<file path="src/hw/rtl/rkpf_pkg.sv">
package rkpf_pkg;

    localparam int CH_W       = 3;
    localparam int RANGE_W    = 16;
    localparam int VAR_W      = 16;
    localparam int ERR_W      = 17;
    localparam int GAIN_W     = 16;
    localparam int FLAG_W     = 8;
    localparam int CFG_IDX_W  = 2;
    localparam int CFG_DATA_W = 16;

    localparam logic [CFG_IDX_W-1:0] CFG_PROCESS_VAR     = 2'd0;
    localparam logic [CFG_IDX_W-1:0] CFG_MEASUREMENT_VAR = 2'd1;
    localparam logic [CFG_IDX_W-1:0] CFG_THRESHOLD_FRONT = 2'd2;
    localparam logic [CFG_IDX_W-1:0] CFG_THRESHOLD_OTHER = 2'd3;

    localparam logic [VAR_W-1:0]   PROCESS_VAR_RESET     = 16'd655;
    localparam logic [VAR_W-1:0]   MEASUREMENT_VAR_RESET = 16'd6554;
    localparam logic [RANGE_W-1:0] THRESHOLD_FRONT_RESET = 16'd4096;
    localparam logic [RANGE_W-1:0] THRESHOLD_OTHER_RESET = 16'd2048;
    localparam logic [ERR_W-1:0]   ERROR_RESET           = 17'h10000;
    localparam logic [ERR_W-1:0]   ONE_Q16               = 17'h10000;

    typedef struct packed {
        logic [CH_W-1:0]    channel;
        logic [RANGE_W-1:0] range_in;
    } sample_t;

    typedef struct packed {
        logic [CH_W-1:0]    channel_out;
        logic [RANGE_W-1:0] estimate;
        logic [FLAG_W-1:0]  near_flags;
    } result_t;

    typedef enum logic [2:0] {
        ST_IDLE,
        ST_READ,
        ST_DIV,
        ST_MUL_EST,
        ST_MUL_ERR,
        ST_DONE
    } state_t;

    typedef struct packed {
        logic             start;
        logic [ERR_W-1:0] prior;
        logic [ERR_W:0]   den;
    } div_req_t;

    typedef struct packed {
        logic              done;
        logic [GAIN_W-1:0] gain;
    } div_rsp_t;

endpackage

</file>
<file path="src/hw/rtl/rkpf_gain_div.sv">
module rkpf_gain_div
    import rkpf_pkg::*;
(
    input  logic     clk,
    input  logic     rst_n,
    input  div_req_t req,
    output div_rsp_t rsp
);

    localparam int STEPS = GAIN_W + 1;
    localparam int CNT_W = $clog2(STEPS);
    localparam logic [CNT_W-1:0] CNT_LAST = CNT_W'(STEPS - 1);

    logic             busy_reg;
    logic             done_reg;
    logic [CNT_W-1:0] cnt_reg;
    logic [ERR_W:0]   rem_reg;
    logic [ERR_W:0]   den_reg;
    logic [GAIN_W:0]  quo_reg;
    logic             zero_reg;

    logic [ERR_W+1:0] trial;
    logic             fits;
    logic [ERR_W+1:0] diff;
    logic [ERR_W:0]   rem_next;

    // first step compares the integer part, later steps shift in zeros
    always_comb
    begin
        trial    = (cnt_reg == '0) ? {1'b0, rem_reg} : {rem_reg, 1'b0};
        fits     = trial >= {1'b0, den_reg};
        diff     = trial - {1'b0, den_reg};
        rem_next = fits ? diff[ERR_W:0] : trial[ERR_W:0];
    end

    always_ff @(posedge clk or negedge rst_n)
    begin
        if (!rst_n)
        begin
            busy_reg <= 1'b0;
            done_reg <= 1'b0;
            cnt_reg  <= '0;
        end
        else
        begin
            done_reg <= 1'b0;
            if (req.start)
            begin
                busy_reg <= 1'b1;
                cnt_reg  <= '0;
            end
            else if (busy_reg)
            begin
                cnt_reg <= cnt_reg + 1'b1;
                if (cnt_reg == CNT_LAST)
                begin
                    busy_reg <= 1'b0;
                    done_reg <= 1'b1;
                end
            end
        end
    end

    always_ff @(posedge clk)
    begin
        if (req.start)
        begin
            rem_reg  <= {1'b0, req.prior};
            den_reg  <= req.den;
            zero_reg <= (req.den == '0);
        end
        else if (busy_reg)
        begin
            rem_reg <= rem_next;
            quo_reg <= {quo_reg[GAIN_W-1:0], fits};
        end
    end

    always_comb
    begin
        rsp.done = done_reg;
        if (zero_reg)
            rsp.gain = '0;
        else if (quo_reg[GAIN_W])
            rsp.gain = '1;
        else
            rsp.gain = quo_reg[GAIN_W-1:0];
    end

endmodule

</file>
<file path="src/hw/rtl/range_kalman_proximity_flags.sv">
// a sample passes through read, the 17-step gain divider, gain capture, the estimate multiply,
// the error multiply and write-back before result valid (an out-of-range channel skips to the result)
// one sample in flight: sample_stall holds from acceptance until write-back, which waits on a stalled full output;
// a new sample is taken while the previous result waits in the output register
// reset: estimates read as zero, shared error 1.0, near flags clear, registers at defaults
module range_kalman_proximity_flags
    import rkpf_pkg::*;
#(
    parameter int CHANNELS = 8
)
(
    input  logic                  clk,
    input  logic                  rst_n,
    input  logic                  sample_valid,
    output logic                  sample_stall,
    input  sample_t               sample,
    output logic                  result_valid,
    input  logic                  result_stall,
    output result_t               result,
    input  logic                  cfg_write,
    input  logic [CFG_IDX_W-1:0]  cfg_index,
    input  logic [CFG_DATA_W-1:0] cfg_data
);

    localparam int IDX_W = (CHANNELS > 1) ? $clog2(CHANNELS) : 1;
    localparam logic [FLAG_W-1:0] NEAR_MASK =
        (CHANNELS >= FLAG_W) ? '1 : FLAG_W'((1 << CHANNELS) - 1);

    state_t state_reg;
    state_t state_next;

    logic [VAR_W-1:0]   pv_reg;
    logic [VAR_W-1:0]   mv_reg;
    logic [RANGE_W-1:0] thr_front_reg;
    logic [RANGE_W-1:0] thr_other_reg;

    logic [RANGE_W-1:0] est_mem [CHANNELS];
    logic [RANGE_W-1:0] rd_data_reg;
    logic [CHANNELS-1:0] est_valid_reg;

    logic [ERR_W-1:0]  shared_error_reg;
    logic [FLAG_W-1:0] near_bits_reg;
    logic [FLAG_W-1:0] near_bits_next;

    sample_t            item_reg;
    logic [RANGE_W-1:0] est_reg;
    logic [RANGE_W-1:0] diff_reg;
    logic               sub_reg;
    logic [ERR_W-1:0]   prior_reg;
    logic [GAIN_W-1:0]  gain_reg;
    logic [2*RANGE_W-1:0] corr_prod_reg;
    logic [2*ERR_W-1:0]   err_prod_reg;

    logic    result_valid_reg;
    result_t result_reg;

    logic               ch_ok;
    logic [IDX_W-1:0]   item_addr;
    logic [RANGE_W-1:0] est_cur;
    logic [ERR_W:0]     prior_sum;
    logic [ERR_W-1:0]   prior_sat;
    logic [ERR_W-1:0]   inv_gain;
    logic [RANGE_W-1:0] corr;
    logic [RANGE_W-1:0] est_new;
    logic [RANGE_W-1:0] thr;
    logic               done_fire;
    logic               mem_we;
    div_req_t           div_req;
    div_rsp_t           div_rsp;

    rkpf_gain_div u_gain_div
    (
        .clk   (clk),
        .rst_n (rst_n),
        .req   (div_req),
        .rsp   (div_rsp)
    );

    always_comb
    begin
        ch_ok     = int'(item_reg.channel) < CHANNELS;
        item_addr = IDX_W'(item_reg.channel);
        est_cur   = (ch_ok && est_valid_reg[item_addr]) ? rd_data_reg : '0;
        prior_sum = {1'b0, shared_error_reg} + (ERR_W+1)'(pv_reg);
        prior_sat = prior_sum[ERR_W] ? '1 : prior_sum[ERR_W-1:0];
        inv_gain  = ONE_Q16 - {1'b0, gain_reg};
        corr      = corr_prod_reg[2*RANGE_W-1:RANGE_W];
        est_new   = sub_reg ? (est_reg - corr) : (est_reg + corr);
        thr       = (item_reg.channel == '0) ? thr_front_reg : thr_other_reg;
        near_bits_next = near_bits_reg;
        near_bits_next[item_reg.channel] = est_new < thr;
    end

    always_comb
    begin
        state_next = state_reg;
        unique case (state_reg)
            ST_IDLE:
            begin
                if (sample_valid)
                    state_next = ST_READ;
            end
            ST_READ:
            begin
                state_next = ch_ok ? ST_DIV : ST_DONE;
            end
            ST_DIV:
            begin
                if (div_rsp.done)
                    state_next = ST_MUL_EST;
            end
            ST_MUL_EST:
            begin
                state_next = ST_MUL_ERR;
            end
            ST_MUL_ERR:
            begin
                state_next = ST_DONE;
            end
            ST_DONE:
            begin
                if (!result_valid_reg || !result_stall)
                    state_next = ST_IDLE;
            end
            default:
            begin
                state_next = ST_IDLE;
            end
        endcase
    end

    always_comb
    begin
        sample_stall  = (state_reg != ST_IDLE);
        done_fire     = (state_reg == ST_DONE) && (!result_valid_reg || !result_stall);
        mem_we        = done_fire && ch_ok;
        div_req.start = (state_reg == ST_READ) && ch_ok;
        div_req.prior = prior_sat;
        div_req.den   = {1'b0, prior_sat} + (ERR_W+1)'(mv_reg);
    end

    always_ff @(posedge clk or negedge rst_n)
    begin
        if (!rst_n)
            state_reg <= ST_IDLE;
        else
            state_reg <= state_next;
    end

    always_ff @(posedge clk or negedge rst_n)
    begin
        if (!rst_n)
        begin
            pv_reg        <= PROCESS_VAR_RESET;
            mv_reg        <= MEASUREMENT_VAR_RESET;
            thr_front_reg <= THRESHOLD_FRONT_RESET;
            thr_other_reg <= THRESHOLD_OTHER_RESET;
        end
        else if (cfg_write)
        begin
            unique case (cfg_index)
                CFG_PROCESS_VAR:     pv_reg        <= cfg_data;
                CFG_MEASUREMENT_VAR: mv_reg        <= cfg_data;
                CFG_THRESHOLD_FRONT: thr_front_reg <= cfg_data;
                CFG_THRESHOLD_OTHER: thr_other_reg <= cfg_data;
            endcase
        end
    end

    // estimate store, one read port and one write port
    always_ff @(posedge clk)
    begin
        if (mem_we)
            est_mem[item_addr] <= est_new;
        rd_data_reg <= est_mem[IDX_W'(sample.channel)];
    end

    always_ff @(posedge clk or negedge rst_n)
    begin
        if (!rst_n)
        begin
            est_valid_reg    <= '0;
            shared_error_reg <= ERROR_RESET;
            near_bits_reg    <= '0;
            result_valid_reg <= 1'b0;
        end
        else
        begin
            if (mem_we)
            begin
                est_valid_reg[item_addr] <= 1'b1;
                shared_error_reg <= err_prod_reg[ERR_W+GAIN_W-1:GAIN_W];
                near_bits_reg    <= near_bits_next & NEAR_MASK;
            end
            if (done_fire)
                result_valid_reg <= 1'b1;
            else if (!result_stall)
                result_valid_reg <= 1'b0;
        end
    end

    always_ff @(posedge clk)
    begin
        if (sample_valid && !sample_stall)
            item_reg <= sample;
        if (state_reg == ST_READ)
        begin
            est_reg   <= est_cur;
            sub_reg   <= item_reg.range_in < est_cur;
            diff_reg  <= (item_reg.range_in < est_cur) ? (est_cur - item_reg.range_in)
                                                        : (item_reg.range_in - est_cur);
            prior_reg <= prior_sat;
        end
        if ((state_reg == ST_DIV) && div_rsp.done)
            gain_reg <= div_rsp.gain;
        if (state_reg == ST_MUL_EST)
            corr_prod_reg <= gain_reg * diff_reg;
        if (state_reg == ST_MUL_ERR)
            err_prod_reg <= inv_gain * prior_reg;
        if (done_fire)
        begin
            result_reg.channel_out <= item_reg.channel;
            result_reg.estimate    <= ch_ok ? est_new : '0;
            result_reg.near_flags  <= ch_ok ? (near_bits_next & NEAR_MASK) : near_bits_reg;
        end
    end

    assign result_valid = result_valid_reg;
    assign result       = result_reg;

    a_one_in_flight: assert property (@(posedge clk) disable iff (!rst_n)
        (sample_valid && !sample_stall) |=> sample_stall)
        else $error("sample taken while another transaction is in flight");

    a_div_done_in_div: assert property (@(posedge clk) disable iff (!rst_n)
        div_rsp.done |-> (state_reg == ST_DIV))
        else $error("divider finished outside the divide state");

    a_result_from_done: assert property (@(posedge clk) disable iff (!rst_n)
        $rose(result_valid_reg) |-> $past(state_reg == ST_DONE))
        else $error("result raised without a finished update");

    a_flags_in_range: assert property (@(posedge clk) disable iff (!rst_n)
        (near_bits_reg & ~NEAR_MASK) == '0)
        else $error("near flag set for a channel that does not exist");

endmodule

</file>
<file path="config.mk">
export PLATFORM = sky130hd
export DESIGN_NAME = range_kalman_proximity_flags
export DESIGN_NICKNAME = d
export VERILOG_FILES = /design/src/hw/rtl/rkpf_pkg.sv /design/src/hw/rtl/rkpf_gain_div.sv /design/src/hw/rtl/range_kalman_proximity_flags.sv
export SDC_FILE = /design/constraint.sdc
export NUM_CORES = 2
export LEC_CHECK = 0
export ABC_AREA = 1
export CORE_ASPECT_RATIO = 0.75
export CORE_MARGIN = 1.5
export CORE_UTILIZATION = 65
export CTS_CLUSTER_DIAMETER = 50
export DETAILED_ROUTE_END_ITERATION = 7
export DONT_BUFFER_PORTS = 1
export GPL_ROUTABILITY_DRIVEN = 0
export GPL_TIMING_DRIVEN = 0
export PLACE_DENSITY = 0.81
export SLEW_MARGIN = 20
export SYNTH_ARGS = -nofsm -noshare
export SYNTH_HDL_FRONTEND = slang
export SYNTH_SLANG_ARGS = --single-unit
</file>
<file path="constraint.sdc">
create_clock -name clk -period 16 [get_ports clk]
set_clock_uncertainty 0.15 [all_clocks]
set_input_delay 2.4 -clock clk [delete_from_list [all_inputs] [get_ports clk]]
set_output_delay 2.4 -clock clk [all_outputs]
set_load 0.05 [all_outputs]
</file>
==> results.yml <==
global_routing:
  antenna_found_initial: 3
  grt_use_total_pct: 35.2
  grt_pass1_vias: 33000
  grt_max_degree: 109
  grt_pass1_wl_um: 176000
  overflow: 0
critical_path:
  critPathKind: "reg2reg"
  slowest_stage: "fa_1"
  critPathMaxStageDelay_ns: 0.61
  cp.arrival_ns: 8.61
  crit_required_ns: 16.15
  endpoint_kind: "flop"
  crit_top_cell: "fa_1"
  worstPathMaxFanout: 10
  cp_num_buf_inv: 6
  worstSetupStartpointType: "flop"
  cp_top_family: "adder cells"
synthesis:
  synth-edff-count: 326
  yosys_register_bits: 451
  ys_seq_area_share_pct: 31.4
  synthesis.instances: 4770
  synth_nets: 5550
  yosys_warnings: 0
  yosys_most_used_dff: "edfxtp_1"
  syn_area_sq_um: 41000
  synth_cell_types: 61
  async_flop_share_pct: 23.9
  synth.avg_cell_area_sq_um: 8.59
sta:
  drv_slew: 0
  rsz0062_at_grt: "no"
  max_freq_mhz: 118
  tightest_slew_ns: 1.14
  min_period_ns: 8.46
  finalHoldViolCount: 0
  tns_ns: 0
  period_share_pct: 52.9
  max_slew_margin_pct: 23.4
  holdWs_ns: 0.302
  final-setup-viol-count: 0
route:
  vias_per_cell: 5.85
  via_count: 33200
  drt-total-wl_um: 110000
  wire_per_inst_um: 19.5
  drtPass1Iterations: 7
  drt-initial-drc-count: 4032
  ant_nets: 0
  drc: 0
cts:
  post_cts_buffers: 0
  cts_tree: "done"
  htree_levels: 2
  clockBufferDepth: 3
  cts_hold_buf: 0
  clkSinkCount: 451
  clk_pin_slew_worst_paths_ns: 0.07
  cts_resized: 0
  cts_buffers: 42
  clock_latency_ns: 0.57
  cts-root-buf: "clkbuf_16"
status:
  status: "complete, no violations"
floorplan:
  die_area_sq_um: 64600
  start_util_pct: 65.9
  die_w_um: 293
  core_area_sq_um: 62200
  ios: 71
  fp-row-count: 79
  fp.dieH_um: 220
layout:
  n_fill_cell: 4607
  layout.nets: 5605
  mostFrequentLayoutCells: "nand2_1 (1,037), inv_1 (960), nor2_1 (450), fa_1 (420), edfxtp_1 (326)"
  largest_reg_flops: 128
  area_growth_pct: 6.46
  instances_no_fill: 5670
  final_util_pct: 70.2
  mostFrequentLayoutCell: "nand2_1"
  drive_gt1_share_pct: 3.77
placed_design:
  dp_hpwl_um: 86700
  io_buffers: 0
  dp_cells: 5591
hold_path:
  holdCritPathClass: "reg2reg"
run:
  cap_viol_max_count: 0
[path summary, 6_finish.rpt]
check | endpoint | cells past startpoint | start | slack (ns)
setup reg to reg | err_prod_reg[31] | 28 | gain_reg[0] | 7.54
hold reg to reg | shared_error_reg[0] | 2 | err_prod_reg[16] | 0.30
max in group asynchronous | mv_reg[1] | 0 | rst_n | 14.10
hold / removal | shared_error_reg[0] | 2 | err_prod_reg[16] | 0.30
setup / recovery | err_prod_reg[31] | 28 | gain_reg[0] | 7.54
min in group asynchronous | thr_front_reg[11] | 0 | rst_n | 1.39
[cell usage after synthesis (all sizes together) (31+ instances only)]
master | n | area share (%)
o21ai | 248 | 3.1
xnor2 | 42 | 0.90
a21o | 32 | 0.59
a21oi | 169 | 2.1
nand3 | 148 | 1.8
inv | 965 | 8.8
a31oi | 31 | 0.47
ha | 318 | 9.7
fa | 420 | 21
nor2 | 464 | 4.3
edfxtp | 326 | 24
nand2 | 1044 | 9.6
dfrtp | 92 | 5.6
clkbuf | 138 | 1.3
xor2 | 75 | 1.6
[layer usage]
layer	track usage, %	vias to the layer above	part of all wire, %	routed length, um
li1	-	15000	-	-
met1	49.4	15900	40	44000
met2	53.7	1934	44	48100
met3	9.43	310	13	14700
met4	11.1	0	3.3	3670
met5	0	-	0	0
[cells by family (layout without fill, tap and decap cells)]
family | after synthesis | count (layout) | share of synthesized area [%]
AO/OA/AOI/OAI | 542 | 542 | 7.34
flip-flops | 451 | 451 | 31.4
AND/OR/NAND/NOR | 1768 | 1768 | 17.6
buffers and inverters | 1137 | 1225 | 10.5
multiplexers | 16 | 16 | 0.391
XOR/XNOR | 118 | 118 | 2.56
other | 0 | 2 | 0
adder cells (fa/ha/maj) | 738 | 738 | 30.2
[metrics by stage]
step                cell area [sq um]  setup slack [ns]
finish                          43600              7.54
global route                    43600              7.22
CTS                             43600              7.80
detailed placement              42200              7.88
global placement                42000              8.00
floorplan                       41000              9.26
[area by class of cell]
type / instances / area [sq um] / area share (%)
Clock buffer: 52 / 1120 / 2.57
Inverter: 973 / 3650 / 8.37
Clock inverter: 25 / 251 / 0.576
Antenna cell: 2 / 5.00 / 0.0115
Buffer: 164 / 676 / 1.55
Tap cell: 810 / 1010 / 2.32
Timing Repair Buffer: 11 / 156 / 0.358
Multi-Input combinational cell: 3182 / 23900 / 54.8
Sequential cell: 451 / 12900 / 29.5
[worst reg2reg max path, delay by kind of cell, from the launching register on]
kind / cells / cell delay [ns]
buffers and inverters: 6 / 1.17
flip-flops: 1 / 0.50
AND/OR/NAND/NOR: 12 / 2.32
XOR/XNOR: 1 / 0.15
adder cells (fa/ha/maj): 8 / 3.81
AO/OA/AOI/OAI: 1 / 0.11
Power is left out: the tool's default activity adds up to more than one toggle a clock period on the data nets, which glitch-free logic cannot reach.
